[config.mk]
export PLATFORM = sky130hd
export DESIGN_NAME = button_debounce_joystick_reporter_flat
export DESIGN_NICKNAME = d
export VERILOG_FILES = /design/src/rtl/core/bdjr_pkg.sv /design/src/rtl/core/bdjr_req_if.sv /design/src/rtl/core/bdjr_rsp_if.sv /design/src/rtl/core/bdjr_front.sv /design/src/rtl/core/bdjr_queue.sv /design/src/rtl/core/bdjr_back.sv /design/src/rtl/core/button_debounce_joystick_reporter.sv /design/src/flat_wrapper.sv
export VERILOG_INCLUDE_DIRS = /design/src /design/src/rtl/core
export SDC_FILE = /design/constraint.sdc
export NUM_CORES = 1
export LEC_CHECK = 0
export BUFFER_PORTS_ARGS = -buffer_cell sky130_fd_sc_hd__buf_2
export CAP_MARGIN = 10
export CORE_MARGIN = 10
export CORE_UTILIZATION = 40
export DETAILED_ROUTE_END_ITERATION = 16
export GPL_TIMING_DRIVEN = 0
export PLACE_DENSITY = 0.56
export SYNTH_ARGS = -nofsm -noshare
export SYNTH_HDL_FRONTEND = slang
export SYNTH_HIERARCHICAL = 1
export SYNTH_SLANG_ARGS = --single-unit
[constraint.sdc]
create_clock -name clock -period 8.17 [get_ports clock]
set_input_delay 1.2255 -clock clock [delete_from_list [all_inputs] [get_ports clock]]
set_output_delay 1.2255 -clock clock [all_outputs]
set_load 0.02 [all_outputs]
[src/rtl/core/assert_macros.svh]
// Assertion macros used by the top level of the reporter.
`ifndef ASSERT_MACROS_SVH
`define ASSERT_MACROS_SVH
`ifndef SYNTH
// Same-cycle implication, ignored while reset is high.
`define ASSERT_IMPLIES(label, clk, rst, ante, cons) \
   label: assert property (@(posedge clk) disable iff (rst) (ante) |-> (cons)) \
      else $error("%m: same-cycle check failed");
// Next-cycle implication, ignored while reset is high.
`define ASSERT_NEXT(label, clk, rst, ante, cons) \
   label: assert property (@(posedge clk) disable iff (rst) (ante) |=> (cons)) \
      else $error("%m: next-cycle check failed");
`else
`define ASSERT_IMPLIES(label, clk, rst, ante, cons)
`define ASSERT_NEXT(label, clk, rst, ante, cons)
`endif
`endif

[src/rtl/core/bdjr_pkg.sv]
// Shared constants and types of the button debounce and joystick reporter.
`timescale 1ns / 1ps
package bdjr_pkg;
   // Parameter defaults and limits.
   localparam int BUTTONS_DEFAULT  = 4;
   localparam int ADC_BITS_DEFAULT = 10;
   localparam int MAX_BUTTONS      = 8;
   localparam int MAX_ADC_BITS     = 16;
   localparam int ID_BUTTONS       = 4;

   // Configuration port geometry.
   localparam int CSR_INDEX_BITS = 2;
   localparam int CSR_DATA_BITS  = 32;
   localparam int THRESH_BITS    = 10;

   // Register indexes.
   localparam logic [CSR_INDEX_BITS-1:0] CSR_DEBOUNCE  = 2'd0;
   localparam logic [CSR_INDEX_BITS-1:0] CSR_PUBLISH   = 2'd1;
   localparam logic [CSR_INDEX_BITS-1:0] CSR_THRESHOLD = 2'd2;
   localparam logic [CSR_INDEX_BITS-1:0] CSR_EVENT_IDS = 2'd3;

   // Register reset values.
   localparam logic [15:0]            DEBOUNCE_RESET  = 16'd20;
   localparam logic [15:0]            PUBLISH_RESET   = 16'd50;
   localparam logic [THRESH_BITS-1:0] THRESHOLD_RESET = 10'd4;
   localparam logic [31:0]            EVENT_IDS_RESET = 32'h0302_0005;

   // Result kinds.
   localparam logic [1:0] KIND_RELEASE = 2'd0;
   localparam logic [1:0] KIND_REPORT  = 2'd1;
   localparam logic [1:0] KIND_END     = 2'd2;

   // Depth of the queue between front and back.
   localparam int QUEUE_DEPTH = 2;

   // One classified poll, as the back needs it.
   typedef struct packed {
      logic [MAX_BUTTONS-1:0]  rel_mask;
      logic                    report;
      logic [MAX_ADC_BITS-1:0] x;
      logic [MAX_ADC_BITS-1:0] y;
      logic                    sw;
      logic                    led;
   } poll_type;

   // Queue status seen by the front, the back and the top level.
   typedef struct packed {
      logic full;
      logic empty;
   } q_status_type;
endpackage

[src/rtl/core/bdjr_req_if.sv]
// Poll channel interface.
`timescale 1ns / 1ps
interface bdjr_req_if #(
   parameter int BUTTONS  = bdjr_pkg::BUTTONS_DEFAULT,
   parameter int ADC_BITS = bdjr_pkg::ADC_BITS_DEFAULT
);
   logic                valid;
   logic                ready;
   logic [31:0]         now_ms;
   logic [BUTTONS-1:0]  buttons_pressed;
   logic [ADC_BITS-1:0] joy_x;
   logic [ADC_BITS-1:0] joy_y;
   logic                joy_switch;

   modport source (output valid, now_ms, buttons_pressed, joy_x, joy_y, joy_switch,
                   input ready);
   modport sink (input valid, now_ms, buttons_pressed, joy_x, joy_y, joy_switch,
                 output ready);
endinterface

[src/rtl/core/bdjr_rsp_if.sv]
// Result channel interface.
`timescale 1ns / 1ps
interface bdjr_rsp_if #(
   parameter int ADC_BITS = bdjr_pkg::ADC_BITS_DEFAULT
);
   logic                valid;
   logic                ready;
   logic [1:0]          kind;
   logic [7:0]          event_id;
   logic [ADC_BITS-1:0] report_x;
   logic [ADC_BITS-1:0] report_y;
   logic                report_switch;
   logic                led;
   logic                last;

   modport source (output valid, kind, event_id, report_x, report_y, report_switch,
                   led, last, input ready);
   modport sink (input valid, kind, event_id, report_x, report_y, report_switch,
                 led, last, output ready);
endinterface

[src/rtl/core/bdjr_front.sv]
// Front part: accepts polls, debounces buttons and decides on joystick reports.
`timescale 1ns / 1ps
module bdjr_front #(
   parameter int BUTTONS  = bdjr_pkg::BUTTONS_DEFAULT,
   parameter int ADC_BITS = bdjr_pkg::ADC_BITS_DEFAULT
) (
   input  logic                                 clock,
   input  logic                                 reset,
   bdjr_req_if.sink                             req_chan,
   input  logic [15:0]                          debounce_ms,
   input  logic [15:0]                          publish_interval_ms,
   input  logic [bdjr_pkg::THRESH_BITS-1:0]     delta_threshold,
   input  bdjr_pkg::q_status_type               q_status,
   output logic                                 push,
   output bdjr_pkg::poll_type                   poll
);
   localparam int CMP_W = (ADC_BITS > bdjr_pkg::THRESH_BITS) ? ADC_BITS
                                                              : bdjr_pkg::THRESH_BITS;

   logic [BUTTONS-1:0]  raw_ff, raw_in;
   logic [BUTTONS-1:0]  stable_ff, stable_in;
   logic [31:0]         stamp_ff [BUTTONS];
   logic [31:0]         stamp_in [BUTTONS];
   logic                have_ff;
   logic [ADC_BITS-1:0] prev_x_ff;
   logic [ADC_BITS-1:0] prev_y_ff;
   logic                prev_sw_ff;
   logic [31:0]         pub_ff, pub_in;

   logic [BUTTONS-1:0]  rel_mask;
   logic [31:0]         held;
   logic [ADC_BITS-1:0] dist_x, dist_y;
   logic [31:0]         since_pub;
   logic                changed, elapsed, report;

   // An item is taken whenever the queue has room.
   assign req_chan.ready = !q_status.full;
   assign push = req_chan.valid && !q_status.full;

   // Debounce every button in parallel: record change time, then promote to stable.
   always_comb begin
      raw_in    = req_chan.buttons_pressed;
      stable_in = stable_ff;
      rel_mask  = '0;
      held      = '0;
      for (int i = 0; i < BUTTONS; i++) begin
         stamp_in[i] = (raw_in[i] != raw_ff[i]) ? req_chan.now_ms : stamp_ff[i];
         held = req_chan.now_ms - stamp_in[i];
         if ((held >= {16'd0, debounce_ms}) && (stable_ff[i] != raw_in[i])) begin
            stable_in[i] = raw_in[i];
            rel_mask[i]  = !raw_in[i];
         end
      end
   end

   // Joystick change and publish-interval checks.
   always_comb begin
      dist_x = (req_chan.joy_x >= prev_x_ff) ? (req_chan.joy_x - prev_x_ff)
                                             : (prev_x_ff - req_chan.joy_x);
      dist_y = (req_chan.joy_y >= prev_y_ff) ? (req_chan.joy_y - prev_y_ff)
                                             : (prev_y_ff - req_chan.joy_y);
      since_pub = req_chan.now_ms - pub_ff;
      changed = !have_ff
                || (CMP_W'(dist_x) >= CMP_W'(delta_threshold))
                || (CMP_W'(dist_y) >= CMP_W'(delta_threshold))
                || (req_chan.joy_switch != prev_sw_ff);
      elapsed = (pub_ff == 32'd0) || (since_pub >= {16'd0, publish_interval_ms});
      report  = (changed || elapsed) && !raw_in[0] && !stable_in[0];
      pub_in  = report ? req_chan.now_ms : pub_ff;
   end

   // Classified poll handed to the queue.
   always_comb begin
      poll          = '0;
      poll.rel_mask = bdjr_pkg::MAX_BUTTONS'(rel_mask);
      poll.report   = report;
      poll.x        = bdjr_pkg::MAX_ADC_BITS'(req_chan.joy_x);
      poll.y        = bdjr_pkg::MAX_ADC_BITS'(req_chan.joy_y);
      poll.sw       = req_chan.joy_switch;
      poll.led      = |stable_in;
   end

   // Poll state update on every accepted item.
   always_ff @(posedge clock) begin
      if (reset) begin
         raw_ff     <= '0;
         stable_ff  <= '0;
         have_ff    <= 1'b0;
         prev_x_ff  <= '0;
         prev_y_ff  <= '0;
         prev_sw_ff <= 1'b0;
         pub_ff     <= '0;
         for (int i = 0; i < BUTTONS; i++) begin
            stamp_ff[i] <= '0;
         end
      end else if (push) begin
         raw_ff     <= raw_in;
         stable_ff  <= stable_in;
         have_ff    <= 1'b1;
         prev_x_ff  <= req_chan.joy_x;
         prev_y_ff  <= req_chan.joy_y;
         prev_sw_ff <= req_chan.joy_switch;
         pub_ff     <= pub_in;
         for (int i = 0; i < BUTTONS; i++) begin
            stamp_ff[i] <= stamp_in[i];
         end
      end
   end
endmodule

[src/rtl/core/bdjr_queue.sv]
// Short queue of classified polls between the front and the back.
`timescale 1ns / 1ps
module bdjr_queue (
   input  logic                   clock,
   input  logic                   reset,
   input  logic                   push,
   input  bdjr_pkg::poll_type     push_data,
   input  logic                   pop,
   output bdjr_pkg::poll_type     head,
   output bdjr_pkg::q_status_type status
);
   localparam int DEPTH = bdjr_pkg::QUEUE_DEPTH;
   localparam int PTR_W = (DEPTH > 1) ? $clog2(DEPTH) : 1;
   localparam int CNT_W = $clog2(DEPTH + 1);

   bdjr_pkg::poll_type entry_ff [DEPTH];
   logic [PTR_W-1:0]   wr_ptr_ff, wr_ptr_in;
   logic [PTR_W-1:0]   rd_ptr_ff, rd_ptr_in;
   logic [CNT_W-1:0]   count_ff, count_in;

   assign status.full  = (count_ff == CNT_W'(DEPTH));
   assign status.empty = (count_ff == '0);
   assign head         = entry_ff[rd_ptr_ff];

   // Pointer and fill count updates, wrapping at the depth.
   always_comb begin
      wr_ptr_in = wr_ptr_ff;
      rd_ptr_in = rd_ptr_ff;
      count_in  = count_ff;
      if (push) begin
         wr_ptr_in = (wr_ptr_ff == PTR_W'(DEPTH - 1)) ? '0 : wr_ptr_ff + 1'b1;
      end
      if (pop) begin
         rd_ptr_in = (rd_ptr_ff == PTR_W'(DEPTH - 1)) ? '0 : rd_ptr_ff + 1'b1;
      end
      if (push && !pop) begin
         count_in = count_ff + 1'b1;
      end else if (pop && !push) begin
         count_in = count_ff - 1'b1;
      end
   end

   always_ff @(posedge clock) begin
      if (reset) begin
         wr_ptr_ff <= '0;
         rd_ptr_ff <= '0;
         count_ff  <= '0;
      end else begin
         wr_ptr_ff <= wr_ptr_in;
         rd_ptr_ff <= rd_ptr_in;
         count_ff  <= count_in;
      end
   end

   // Entry storage needs no reset.
   always_ff @(posedge clock) begin
      if (push) begin
         entry_ff[wr_ptr_ff] <= push_data;
      end
   end
endmodule

[src/rtl/core/bdjr_back.sv]
// Back part: turns one classified poll into its result items, one per cycle while the result channel is ready.
`timescale 1ns / 1ps
module bdjr_back #(
   parameter int BUTTONS  = bdjr_pkg::BUTTONS_DEFAULT,
   parameter int ADC_BITS = bdjr_pkg::ADC_BITS_DEFAULT
) (
   input  logic                   clock,
   input  logic                   reset,
   input  logic [31:0]            button_event_ids,
   input  bdjr_pkg::poll_type     head,
   input  bdjr_pkg::q_status_type q_status,
   output logic                   pop,
   bdjr_rsp_if.source             rsp_chan
);
   localparam int IDS_W = 8 * bdjr_pkg::MAX_BUTTONS;

   // Poll being worked on.
   logic                busy_ff, busy_in;
   logic [BUTTONS-1:0]  mask_ff, mask_in;
   logic                rep_ff, rep_in;
   logic [ADC_BITS-1:0] x_ff, y_ff;
   logic                sw_ff, led_ff;

   // Output register.
   logic                out_valid_ff;
   logic [1:0]          kind_ff;
   logic [7:0]          id_ff;
   logic [ADC_BITS-1:0] rx_ff, ry_ff;
   logic                rsw_ff, rled_ff, last_ff;

   logic                advance, emit, emit_end;
   logic [BUTTONS-1:0]  lowest;
   logic [IDS_W-1:0]    ids_ext;
   logic [7:0]          id_sel;

   assign advance  = !out_valid_ff || rsp_chan.ready;
   assign emit     = advance && busy_ff;
   assign emit_end = emit && (mask_ff == '0) && !rep_ff;
   assign pop      = !q_status.empty && (!busy_ff || emit_end);

   // Lowest pending release and its event id; buttons past the fourth have id 0.
   always_comb begin
      ids_ext = IDS_W'(button_event_ids);
      lowest  = mask_ff & (~mask_ff + 1'b1);
      id_sel  = '0;
      for (int i = 0; i < BUTTONS; i++) begin
         if (lowest[i] && (i < bdjr_pkg::ID_BUTTONS)) begin
            id_sel = id_sel | ids_ext[8*i +: 8];
         end
      end
   end

   // Work register next values.
   always_comb begin
      busy_in = busy_ff;
      mask_in = mask_ff;
      rep_in  = rep_ff;
      if (emit) begin
         if (mask_ff != '0) begin
            mask_in = mask_ff & ~lowest;
         end else if (rep_ff) begin
            rep_in = 1'b0;
         end else begin
            busy_in = 1'b0;
         end
      end
      if (pop) begin
         busy_in = 1'b1;
         mask_in = head.rel_mask[BUTTONS-1:0];
         rep_in  = head.report;
      end
   end

   always_ff @(posedge clock) begin
      if (reset) begin
         busy_ff      <= 1'b0;
         mask_ff      <= '0;
         rep_ff       <= 1'b0;
         out_valid_ff <= 1'b0;
      end else begin
         busy_ff <= busy_in;
         mask_ff <= mask_in;
         rep_ff  <= rep_in;
         if (advance) begin
            out_valid_ff <= busy_ff;
         end
      end
   end

   // Poll payload and output payload registers.
   always_ff @(posedge clock) begin
      if (pop) begin
         x_ff   <= head.x[ADC_BITS-1:0];
         y_ff   <= head.y[ADC_BITS-1:0];
         sw_ff  <= head.sw;
         led_ff <= head.led;
      end
      if (emit) begin
         rled_ff <= led_ff;
         id_ff   <= '0;
         rx_ff   <= '0;
         ry_ff   <= '0;
         rsw_ff  <= 1'b0;
         last_ff <= 1'b0;
         if (mask_ff != '0) begin
            kind_ff <= bdjr_pkg::KIND_RELEASE;
            id_ff   <= id_sel;
         end else if (rep_ff) begin
            kind_ff <= bdjr_pkg::KIND_REPORT;
            rx_ff   <= x_ff;
            ry_ff   <= y_ff;
            rsw_ff  <= sw_ff;
         end else begin
            kind_ff <= bdjr_pkg::KIND_END;
            last_ff <= 1'b1;
         end
      end
   end

   assign rsp_chan.valid         = out_valid_ff;
   assign rsp_chan.kind          = kind_ff;
   assign rsp_chan.event_id      = id_ff;
   assign rsp_chan.report_x      = rx_ff;
   assign rsp_chan.report_y      = ry_ff;
   assign rsp_chan.report_switch = rsw_ff;
   assign rsp_chan.led           = rled_ff;
   assign rsp_chan.last          = last_ff;
endmodule

[src/rtl/core/button_debounce_joystick_reporter.sv]
// Flow: an accepted poll is written into the poll queue, taken into the back's work registers,
// and its result items leave one item per cycle through the back's output register while the
// result channel is ready; a poll yields n items (1 to BUTTONS + 2). The front takes a poll a
// cycle while the two-entry poll queue has room.
// Reset: synchronous, active high; clears debounce, joystick and queue state and
// loads the register defaults 20, 50, 4 and event ids 5, 0, 2, 3.
`timescale 1ns / 1ps
`include "assert_macros.svh"
module button_debounce_joystick_reporter #(
   parameter int BUTTONS  = bdjr_pkg::BUTTONS_DEFAULT,
   parameter int ADC_BITS = bdjr_pkg::ADC_BITS_DEFAULT
) (
   input  logic                                clock,
   input  logic                                reset,
   bdjr_req_if.sink                            req_chan,
   bdjr_rsp_if.source                          rsp_chan,
   input  logic                                csr_wr_en,
   input  logic [bdjr_pkg::CSR_INDEX_BITS-1:0] csr_index,
   input  logic [bdjr_pkg::CSR_DATA_BITS-1:0]  csr_wr_data
);
   logic [15:0]                      debounce_ff;
   logic [15:0]                      publish_ff;
   logic [bdjr_pkg::THRESH_BITS-1:0] threshold_ff;
   logic [31:0]                      event_ids_ff;

   logic                   push, pop;
   bdjr_pkg::poll_type     push_data, head;
   bdjr_pkg::q_status_type q_status;

   // Configuration registers.
   always_ff @(posedge clock) begin
      if (reset) begin
         debounce_ff  <= bdjr_pkg::DEBOUNCE_RESET;
         publish_ff   <= bdjr_pkg::PUBLISH_RESET;
         threshold_ff <= bdjr_pkg::THRESHOLD_RESET;
         event_ids_ff <= bdjr_pkg::EVENT_IDS_RESET;
      end else if (csr_wr_en) begin
         case (csr_index)
            bdjr_pkg::CSR_DEBOUNCE:  debounce_ff  <= csr_wr_data[15:0];
            bdjr_pkg::CSR_PUBLISH:   publish_ff   <= csr_wr_data[15:0];
            bdjr_pkg::CSR_THRESHOLD: threshold_ff <= csr_wr_data[bdjr_pkg::THRESH_BITS-1:0];
            bdjr_pkg::CSR_EVENT_IDS: event_ids_ff <= csr_wr_data[31:0];
            default: ;
         endcase
      end
   end

   bdjr_front #(.BUTTONS(BUTTONS), .ADC_BITS(ADC_BITS)) u_front (
      .clock               (clock),
      .reset               (reset),
      .req_chan            (req_chan),
      .debounce_ms         (debounce_ff),
      .publish_interval_ms (publish_ff),
      .delta_threshold     (threshold_ff),
      .q_status            (q_status),
      .push                (push),
      .poll                (push_data)
   );

   bdjr_queue u_queue (
      .clock     (clock),
      .reset     (reset),
      .push      (push),
      .push_data (push_data),
      .pop       (pop),
      .head      (head),
      .status    (q_status)
   );

   bdjr_back #(.BUTTONS(BUTTONS), .ADC_BITS(ADC_BITS)) u_back (
      .clock            (clock),
      .reset            (reset),
      .button_event_ids (event_ids_ff),
      .head             (head),
      .q_status         (q_status),
      .pop              (pop),
      .rsp_chan         (rsp_chan)
   );

   // The queue can never report full and empty together.
   `ASSERT_IMPLIES(a_q_consistent, clock, reset, q_status.full, !q_status.empty)
   // An accepted item always leaves at least one poll queued.
   `ASSERT_NEXT(a_push_lands, clock, reset, push, !q_status.empty)
   // The closing flag marks exactly the poll-end items.
   `ASSERT_IMPLIES(a_last_on_end, clock, reset, rsp_chan.valid,
      rsp_chan.last == (rsp_chan.kind == bdjr_pkg::KIND_END))
   // Nothing is taken from an empty queue.
   `ASSERT_IMPLIES(a_no_empty_pop, clock, reset, pop, !q_status.empty)
endmodule
[src/flat_wrapper.sv]
// flat-port wrapper written by rule: the top's interface ports become plain ports
module button_debounce_joystick_reporter_flat 
#(
   parameter int BUTTONS  = bdjr_pkg::BUTTONS_DEFAULT,
   parameter int ADC_BITS = bdjr_pkg::ADC_BITS_DEFAULT
)
  (clock, reset, csr_wr_en, csr_index, csr_wr_data, req_chan_valid, req_chan_now_ms, req_chan_buttons_pressed, req_chan_joy_x, req_chan_joy_y, req_chan_joy_switch, req_chan_ready, rsp_chan_valid, rsp_chan_kind, rsp_chan_event_id, rsp_chan_report_x, rsp_chan_report_y, rsp_chan_report_switch, rsp_chan_led, rsp_chan_last, rsp_chan_ready);
  bdjr_req_if #(.BUTTONS(BUTTONS), .ADC_BITS(ADC_BITS)) req_chan_i ();
  bdjr_rsp_if #(.ADC_BITS(ADC_BITS)) rsp_chan_i ();
  input  logic clock;
  input  logic reset;
  input  logic csr_wr_en;
  input  logic [bdjr_pkg::CSR_INDEX_BITS-1:0] csr_index;
  input  logic [bdjr_pkg::CSR_DATA_BITS-1:0] csr_wr_data;
  input wire logic [$bits(req_chan_i.valid)-1:0] req_chan_valid;
  input wire logic [$bits(req_chan_i.now_ms)-1:0] req_chan_now_ms;
  input wire logic [$bits(req_chan_i.buttons_pressed)-1:0] req_chan_buttons_pressed;
  input wire logic [$bits(req_chan_i.joy_x)-1:0] req_chan_joy_x;
  input wire logic [$bits(req_chan_i.joy_y)-1:0] req_chan_joy_y;
  input wire logic [$bits(req_chan_i.joy_switch)-1:0] req_chan_joy_switch;
  output wire logic [$bits(req_chan_i.ready)-1:0] req_chan_ready;
  output wire logic [$bits(rsp_chan_i.valid)-1:0] rsp_chan_valid;
  output wire logic [$bits(rsp_chan_i.kind)-1:0] rsp_chan_kind;
  output wire logic [$bits(rsp_chan_i.event_id)-1:0] rsp_chan_event_id;
  output wire logic [$bits(rsp_chan_i.report_x)-1:0] rsp_chan_report_x;
  output wire logic [$bits(rsp_chan_i.report_y)-1:0] rsp_chan_report_y;
  output wire logic [$bits(rsp_chan_i.report_switch)-1:0] rsp_chan_report_switch;
  output wire logic [$bits(rsp_chan_i.led)-1:0] rsp_chan_led;
  output wire logic [$bits(rsp_chan_i.last)-1:0] rsp_chan_last;
  input wire logic [$bits(rsp_chan_i.ready)-1:0] rsp_chan_ready;
  assign req_chan_i.valid = req_chan_valid;
  assign req_chan_i.now_ms = req_chan_now_ms;
  assign req_chan_i.buttons_pressed = req_chan_buttons_pressed;
  assign req_chan_i.joy_x = req_chan_joy_x;
  assign req_chan_i.joy_y = req_chan_joy_y;
  assign req_chan_i.joy_switch = req_chan_joy_switch;
  assign req_chan_ready = req_chan_i.ready;
  assign rsp_chan_valid = rsp_chan_i.valid;
  assign rsp_chan_kind = rsp_chan_i.kind;
  assign rsp_chan_event_id = rsp_chan_i.event_id;
  assign rsp_chan_report_x = rsp_chan_i.report_x;
  assign rsp_chan_report_y = rsp_chan_i.report_y;
  assign rsp_chan_report_switch = rsp_chan_i.report_switch;
  assign rsp_chan_led = rsp_chan_i.led;
  assign rsp_chan_last = rsp_chan_i.last;
  assign rsp_chan_i.ready = rsp_chan_ready;
  button_debounce_joystick_reporter #(.BUTTONS(BUTTONS), .ADC_BITS(ADC_BITS)) u_core (.clock(clock), .reset(reset), .req_chan(req_chan_i), .rsp_chan(rsp_chan_i), .csr_wr_en(csr_wr_en), .csr_index(csr_index), .csr_wr_data(csr_wr_data));
endmodule
Word-level counts from Yosys, hierarchy flattened
Memory sizes are Yosys's and may differ from the RTL's. A register that Yosys moved wholly into a read port is not among the register bits.
Index checks and enable logic that the tools add are counted.
W data, S select, Z words.
{ "totals": {"input_bits": 96, "output_inout_bits": 35, "latchBits": 0, "reg_bits": 202, "elab_cells": 178, "romBits": 0, "ramBits": 182, "mem_count": 2} }
{ "op_classes": {"n_div": 0, "n_reduce_logical": 51, "add_sub_neg": 14, "eq_ne": 15, "n_bitwise": 12, "n_shift": 0, "mul": 0, "order_cmp": 9, "n_mux": 46} }
{ "mem_list": {"columns": ["name", "depth", "width", "rd", "rd_ports_with_merged_regs", "write_ports", "line", "source"], "rows": [
  ["u_core.u_front.stamp_ff", 4, 32, 4, 0, 4, "bdjr_front.sv:22", "logic [31:0] stamp_ff [BUTTONS];"],
  ["u_core.u_queue.entry_ff", 2, 27, 1, 1, 1, "bdjr_queue.sv:16", "bdjr_pkg::poll_type entry_ff [DEPTH];"]
]} }
{ "op_table": {"columns": ["op", "count"], "rows": [
  ["$mux W32", 8],
  ["$ge A32 B16 Y1", 5],
  ["$sub A32 B32 Y32", 5],
  ["$ge A10 B10 Y1", 4],
  ["$sub A10 B10 Y10", 4],
  ["$logic_not A32 Y1", 1],
  ["$mux W8", 4],
  ["$mux W1", 26],
  ["$or A8 B8 Y8", 3],
  ["$mux W10", 2],
  ["$reduce_and A2 Y1", 7],
  ["$logic_and A1 B1 Y1", 13],
  ["$logic_not A1 Y1", 13],
  ["$mux W4", 3],
  ["$ne A1 B1 Y1", 9],
  ["$and A4 B4 Y4", 2],
  ["$not A4 Y4", 2],
  ["$logic_or A1 B1 Y1", 7],
  ["$eq A2 B2 Y1 const B", 3],
  ["$mux W2", 3],
  ["$reduce_bool A2 Y1", 3],
  ["$add A4 B1 Y4 const B", 1],
  ["$logic_not A2 Y1", 2],
  ["$logic_not A4 Y1", 1],
  ["11 further kinds", 16]
]} }

Longest topological paths before layout
{ "depth": {"depth_word": 10, "mapped_depth": 30, "depth_no_buf": 28} }

Cells and area by module
Netlist, hierarchy kept.
{ "modules_own_cells": {"columns": ["module", "cells_each", "n_inst", "area_each_um2", "seq_area_each_um2"], "rows": [
  ["bdjr_front", 2654, 1, 21789.6, 5084.9],
  ["bdjr_queue", 156, 1, 3309.4, 2682.6],
  ["button_debounce_joystick_reporter", 285, 1, 3012.9, 1481.4],
  ["bdjr_back", 155, 1, 2364.8, 1761.7]
]} }

Worst setup path after synthesis
OpenSTA, ideal clock, no wires.
{ "synth_timing": {"kind": "input to register", "start": "in req_chan_buttons_pressed[1]", "end": "mem u_core/u_queue/entry_ff[0][0] (netlist bit), data pin", "t_required_ns": 7.892, "setup_slack_ns": 0.970, "cell_stages": 26, "setup_time_ns": 0.278, "path_buffers": 3, "arrival_ns": 6.922, "path_cell_list": "buf_2 > xnor2_1 > clkbuf_1 > clkbuf_1 > a21oi_1 > ha_1 > nor2b_1 > a311oi_1 > nor4_1 > nor2_1 > o21ai_0 > a21o_1 > a21oi_1 > xnor2_1 > ha_1 > a21oi_1 > nor2b_1 > o21ai_0 > o2111ai_1 > a311o_1 > or4_1 > a2111oi_0 > nand4b_1 > nor4_2 > mux2i_1 > nand4_1"} }
{ "synth_rtl": {"columns": ["element", "line", "source"], "rows": [
  ["from (decl)", "flat_wrapper.sv:17", "input wire logic [$bits(req_chan_i.buttons_pressed)-1:0] req_chan_buttons_pressed;"],
  ["to (decl)", "bdjr_queue.sv:16", null]
]} }

Worst setup path after layout
{ "layout_timing": {"start": "in req_chan_joy_y[0]", "end": "reg u_core.u_front.pub_ff[22]"} }
{ "layout_via": {"elab_chain_len": 9, "elab_cells_between_ends": 11, "classes_between": "add/sub: 2; order compare: 2; mux: 1; reduce/logical: 6"} }
{ "layout_rtl": {"columns": ["element", "line", "source"], "rows": [
  ["from (decl)", "flat_wrapper.sv:19", "input wire logic [$bits(req_chan_i.joy_y)-1:0] req_chan_joy_y;"],
  ["$sub A10 B10 Y10 (tied with other cells)", "bdjr_front.sv:61", ": (prev_y_ff - req_chan.joy_y);"],
  ["$mux W10 *", "bdjr_front.sv:60", "dist_y = (req_chan.joy_y >= prev_y_ff) ? (req_chan.joy_y - prev_y_ff)"],
  ["$ge A10 B10 Y1 *", "bdjr_front.sv:65", "|| (CMP_W'(dist_y) >= CMP_W'(delta_threshold))"],
  ["$logic_or A1 B1 Y1 *", "bdjr_front.sv:65", null],
  ["$logic_or A1 B1 Y1 *", "bdjr_front.sv:66", "|| (req_chan.joy_switch != prev_sw_ff);"],
  ["$logic_or A1 B1 Y1 *", "bdjr_front.sv:68", "report = (changed || elapsed) && !raw_in[0] && !stable_in[0];"],
  ["$logic_and A1 B1 Y1 * (2 in series)", "bdjr_front.sv:68", null],
  ["$reduce_and A2 Y1 (no line) *", null, null],
  ["to (signal assigned)", "bdjr_front.sv:103", "pub_ff <= pub_in;"],
  ["to (decl)", "bdjr_front.sv:28", "logic [31:0] pub_ff, pub_in;"]
]} }
Every way passes the cells marked *; elsewhere a longest branch is shown, timed or not.
A chain may end at the register's enable or synchronous reset.

==> results.toml <==
[outcome]
run_status = "finished, final reports clean"

[sta]
rsz0062_at_grt = "no"
hold_ws_ns = 0.428
maxSlewHeadroom = 0.316
final_max_slew_viol_count = 0
fmax_mhz = 128
tightest_slew_ns = 1.03
min_period_over_period = 0.958
clock_skew_ns = 0.0196
hold_violations = 0
finalWorstSetupSlack_ns = 0.344
finalSetupViolCount = 0
final.min_clock_period_ns = 7.83

[global_route]
grt_max_degree = 53
grt_pass1_vias = 23000
antenna_found_initial = 6
grt_overflow = 0
gr-usage-all-layers = 0.199
grt_pass1_wl_mm = 134

[route]
ant_nets = 0
via_per_inst = 5.45
drc = 0
drt_wl_total_mm = 87.2
wl_per_cell_um = 20.0
drtIter0Drc = 1559
first_pass_iters = 5
vias = 23800

[power_and_ir_drop]
p_leak_nw = 13.8
powerDensity_nw_per_um2 = 246
ir_drop_mv = 0.169
power.total_mw = 8.04

[critical_path]
arrival_ns = 8.30
crit_fanout = 10
startpoint_type = "primary input"
critPathRequiredTime_ns = 8.64
crit_type = "in -> reg"
critPathCaptureType = "flip-flop"

[clock_network]
numCtsBuffers = 47
clk_pin_slew_ns = 0.06
clk_path_buf_depth = 3
tritoncts = "done"
cts_root_buffer = "clkbuf_16"
postCtsHoldBufs = 0
postCtsSetupRepairBufs = 0
cts.sinks = 384
ctsHtreeMaxLevel = 2
clk_latency_ns = 0.61

[floorplan]
initial_core_util = 0.402
core_um2 = 72700
rows = 99
io_pins = 131
die_x_um = 290
fp.dieArea_um2 = 84200
die_height_um = 290

[cells_and_area]
finalNetCount = 3757
fin_area_um2 = 32700
final_cell_count_no_fill = 4364
layout_common_cells = "nor2_1, ha_1, a21oi_1, mux2i_1, edfxtp_1"
layout-drive-gt1-share = 0.103
nFillCells = 7125
layout_commonest_cell = "nor2_1"
area_delta_synth_final_pct = 12.1

[placement]
portBuffers = 127
gp_congestion = 0.889
placedCellCount = 4276
place_ws_ns = -0.895
place_area_um2 = 31200
dp_hpwl_mm = 66.0

[min_path]
hold_path_class = "reg -> reg"

[job]
cap_violations = 0

[logic_synthesis]
synth_nets = 3576
syn_inst = 3185
syn_avg_cell_area_um2 = 9.17
synth.cell_area_um2 = 29200
yosysWarnings = 6
-- path summary, 6_finish.rpt --
check	to	slack (ns)	depth (start not counted)	from
worst max-delay path	u_core/u_front/pub_ff[22]	0.34	28	req_chan_joy_y[0]
worst min-delay path	u_core/u_back/rsp_chan.led	0.43	0	u_core/u_back/led_ff
worst max register to register	u_core/u_front/pub_ff[22]	0.78	26	u_core/u_front/prev_y_ff[0]
worst min register to register	u_core/u_back/rsp_chan.led	0.43	0	u_core/u_back/led_ff
-- worst max-delay path, cell delays in order --
cell and delay (ns):
buf_2 0.13, inv_1 0.06, ha_1 0.13, inv_1 0.07, fa_1 0.41, a21o_1 0.18, a21oi_1 0.18, o21bai_1 0.09
a21oi_1 0.20, a21boi_0 0.11, o21ai_0 0.18, a211o_1 0.14, clkbuf_1 0.39, clkbuf_2 0.36, mux2_2 0.38, ha_1 0.27
a2111oi_0 0.35, o21bai_1 0.18, a2111oi_1 0.80, o2111ai_1 0.25, or3_1 0.40, a2111oi_0 0.52, o2111a_1 0.41, a211oi_2 0.13
o31ai_4 0.21, buf_8 0.24, mux2i_1 0.22, nor2_1 0.06
-- layout make-up --
| cell class | count | area, um^2 | area share |
|---|---|---|---|
| Multi-Input combinational cell | 2463 | 17700 | 0.541 |
| Buffer | 153 | 823 | 0.0252 |
| Tap cell | 959 | 1200 | 0.0367 |
| Antenna cell | 2 | 5.00 | 0.000153 |
| Timing Repair Buffer | 132 | 753 | 0.0230 |
| Inverter | 185 | 694 | 0.0212 |
| Clock buffer | 58 | 1270 | 0.0387 |
| Sequential cell | 384 | 10000 | 0.307 |
| Clock inverter | 28 | 248 | 0.00757 |
-- stage by stage --
step            util  setup TNS [ns]
2_1_floorplan      -               0
3_3_place_gp   0.427          -20.41
3_5_place_dp   0.429          -18.06
4_1_cts        0.450               0
5_1_grt        0.450               0
6_report       0.450               0
-- metal layers --
layer | global-route usage | wire length, um | vias to the layer above | share of wire
met5 | 0 | 0 | - | 0
met4 | 0.0621 | 2720 | 0 | 0.031
met3 | 0.0290 | 4420 | 126 | 0.051
met2 | 0.314 | 38200 | 539 | 0.44
met1 | 0.277 | 41800 | 11200 | 0.48
li1 | - | - | 11900 | -
-- state kept, by name (all words and copies together) (netlist names), 2 cells and up, named ones only --
signal                           count
u_core/u_front/stamp_ff            128
u_core/u_queue/entry_ff             54
u_core/event_ids_ff                 32
u_core/u_front/pub_ff               32
u_core/debounce_ff                  16
u_core/publish_ff                   16
u_core/threshold_ff                 10
u_core/u_back/rsp_chan.report_x     10
u_core/u_back/rsp_chan.report_y     10
u_core/u_back/x_ff                  10
u_core/u_back/y_ff                  10
u_core/u_front/prev_x_ff            10
u_core/u_front/prev_y_ff            10
u_core/u_back/rsp_chan.event_id      8
u_core/u_back/mask_ff                4
u_core/u_front/raw_ff                4
u_core/u_front/stable_ff             4
u_core/u_back/rsp_chan.kind          2
u_core/u_queue/count_ff              2
-- power by group --
group	internal [mW]	switching, mW	total [mW]
combinational	1.36	2.05	3.42
clock	1.15	0.903	2.05
sequential	2.46	0.116	2.58
-- what timing repair did --
| action | CTS | global route |
|---|---|---|
| endpoints found under the setup margin | 2 | 39 |
| cloned | 0 | 0 |
| endpoints found under the hold margin | 0 | 0 |
| gates resized for setup | 2 | 14 |
| pin swaps | 0 | 1 |
No activity file was read; power rests on OpenSTA's default activity.
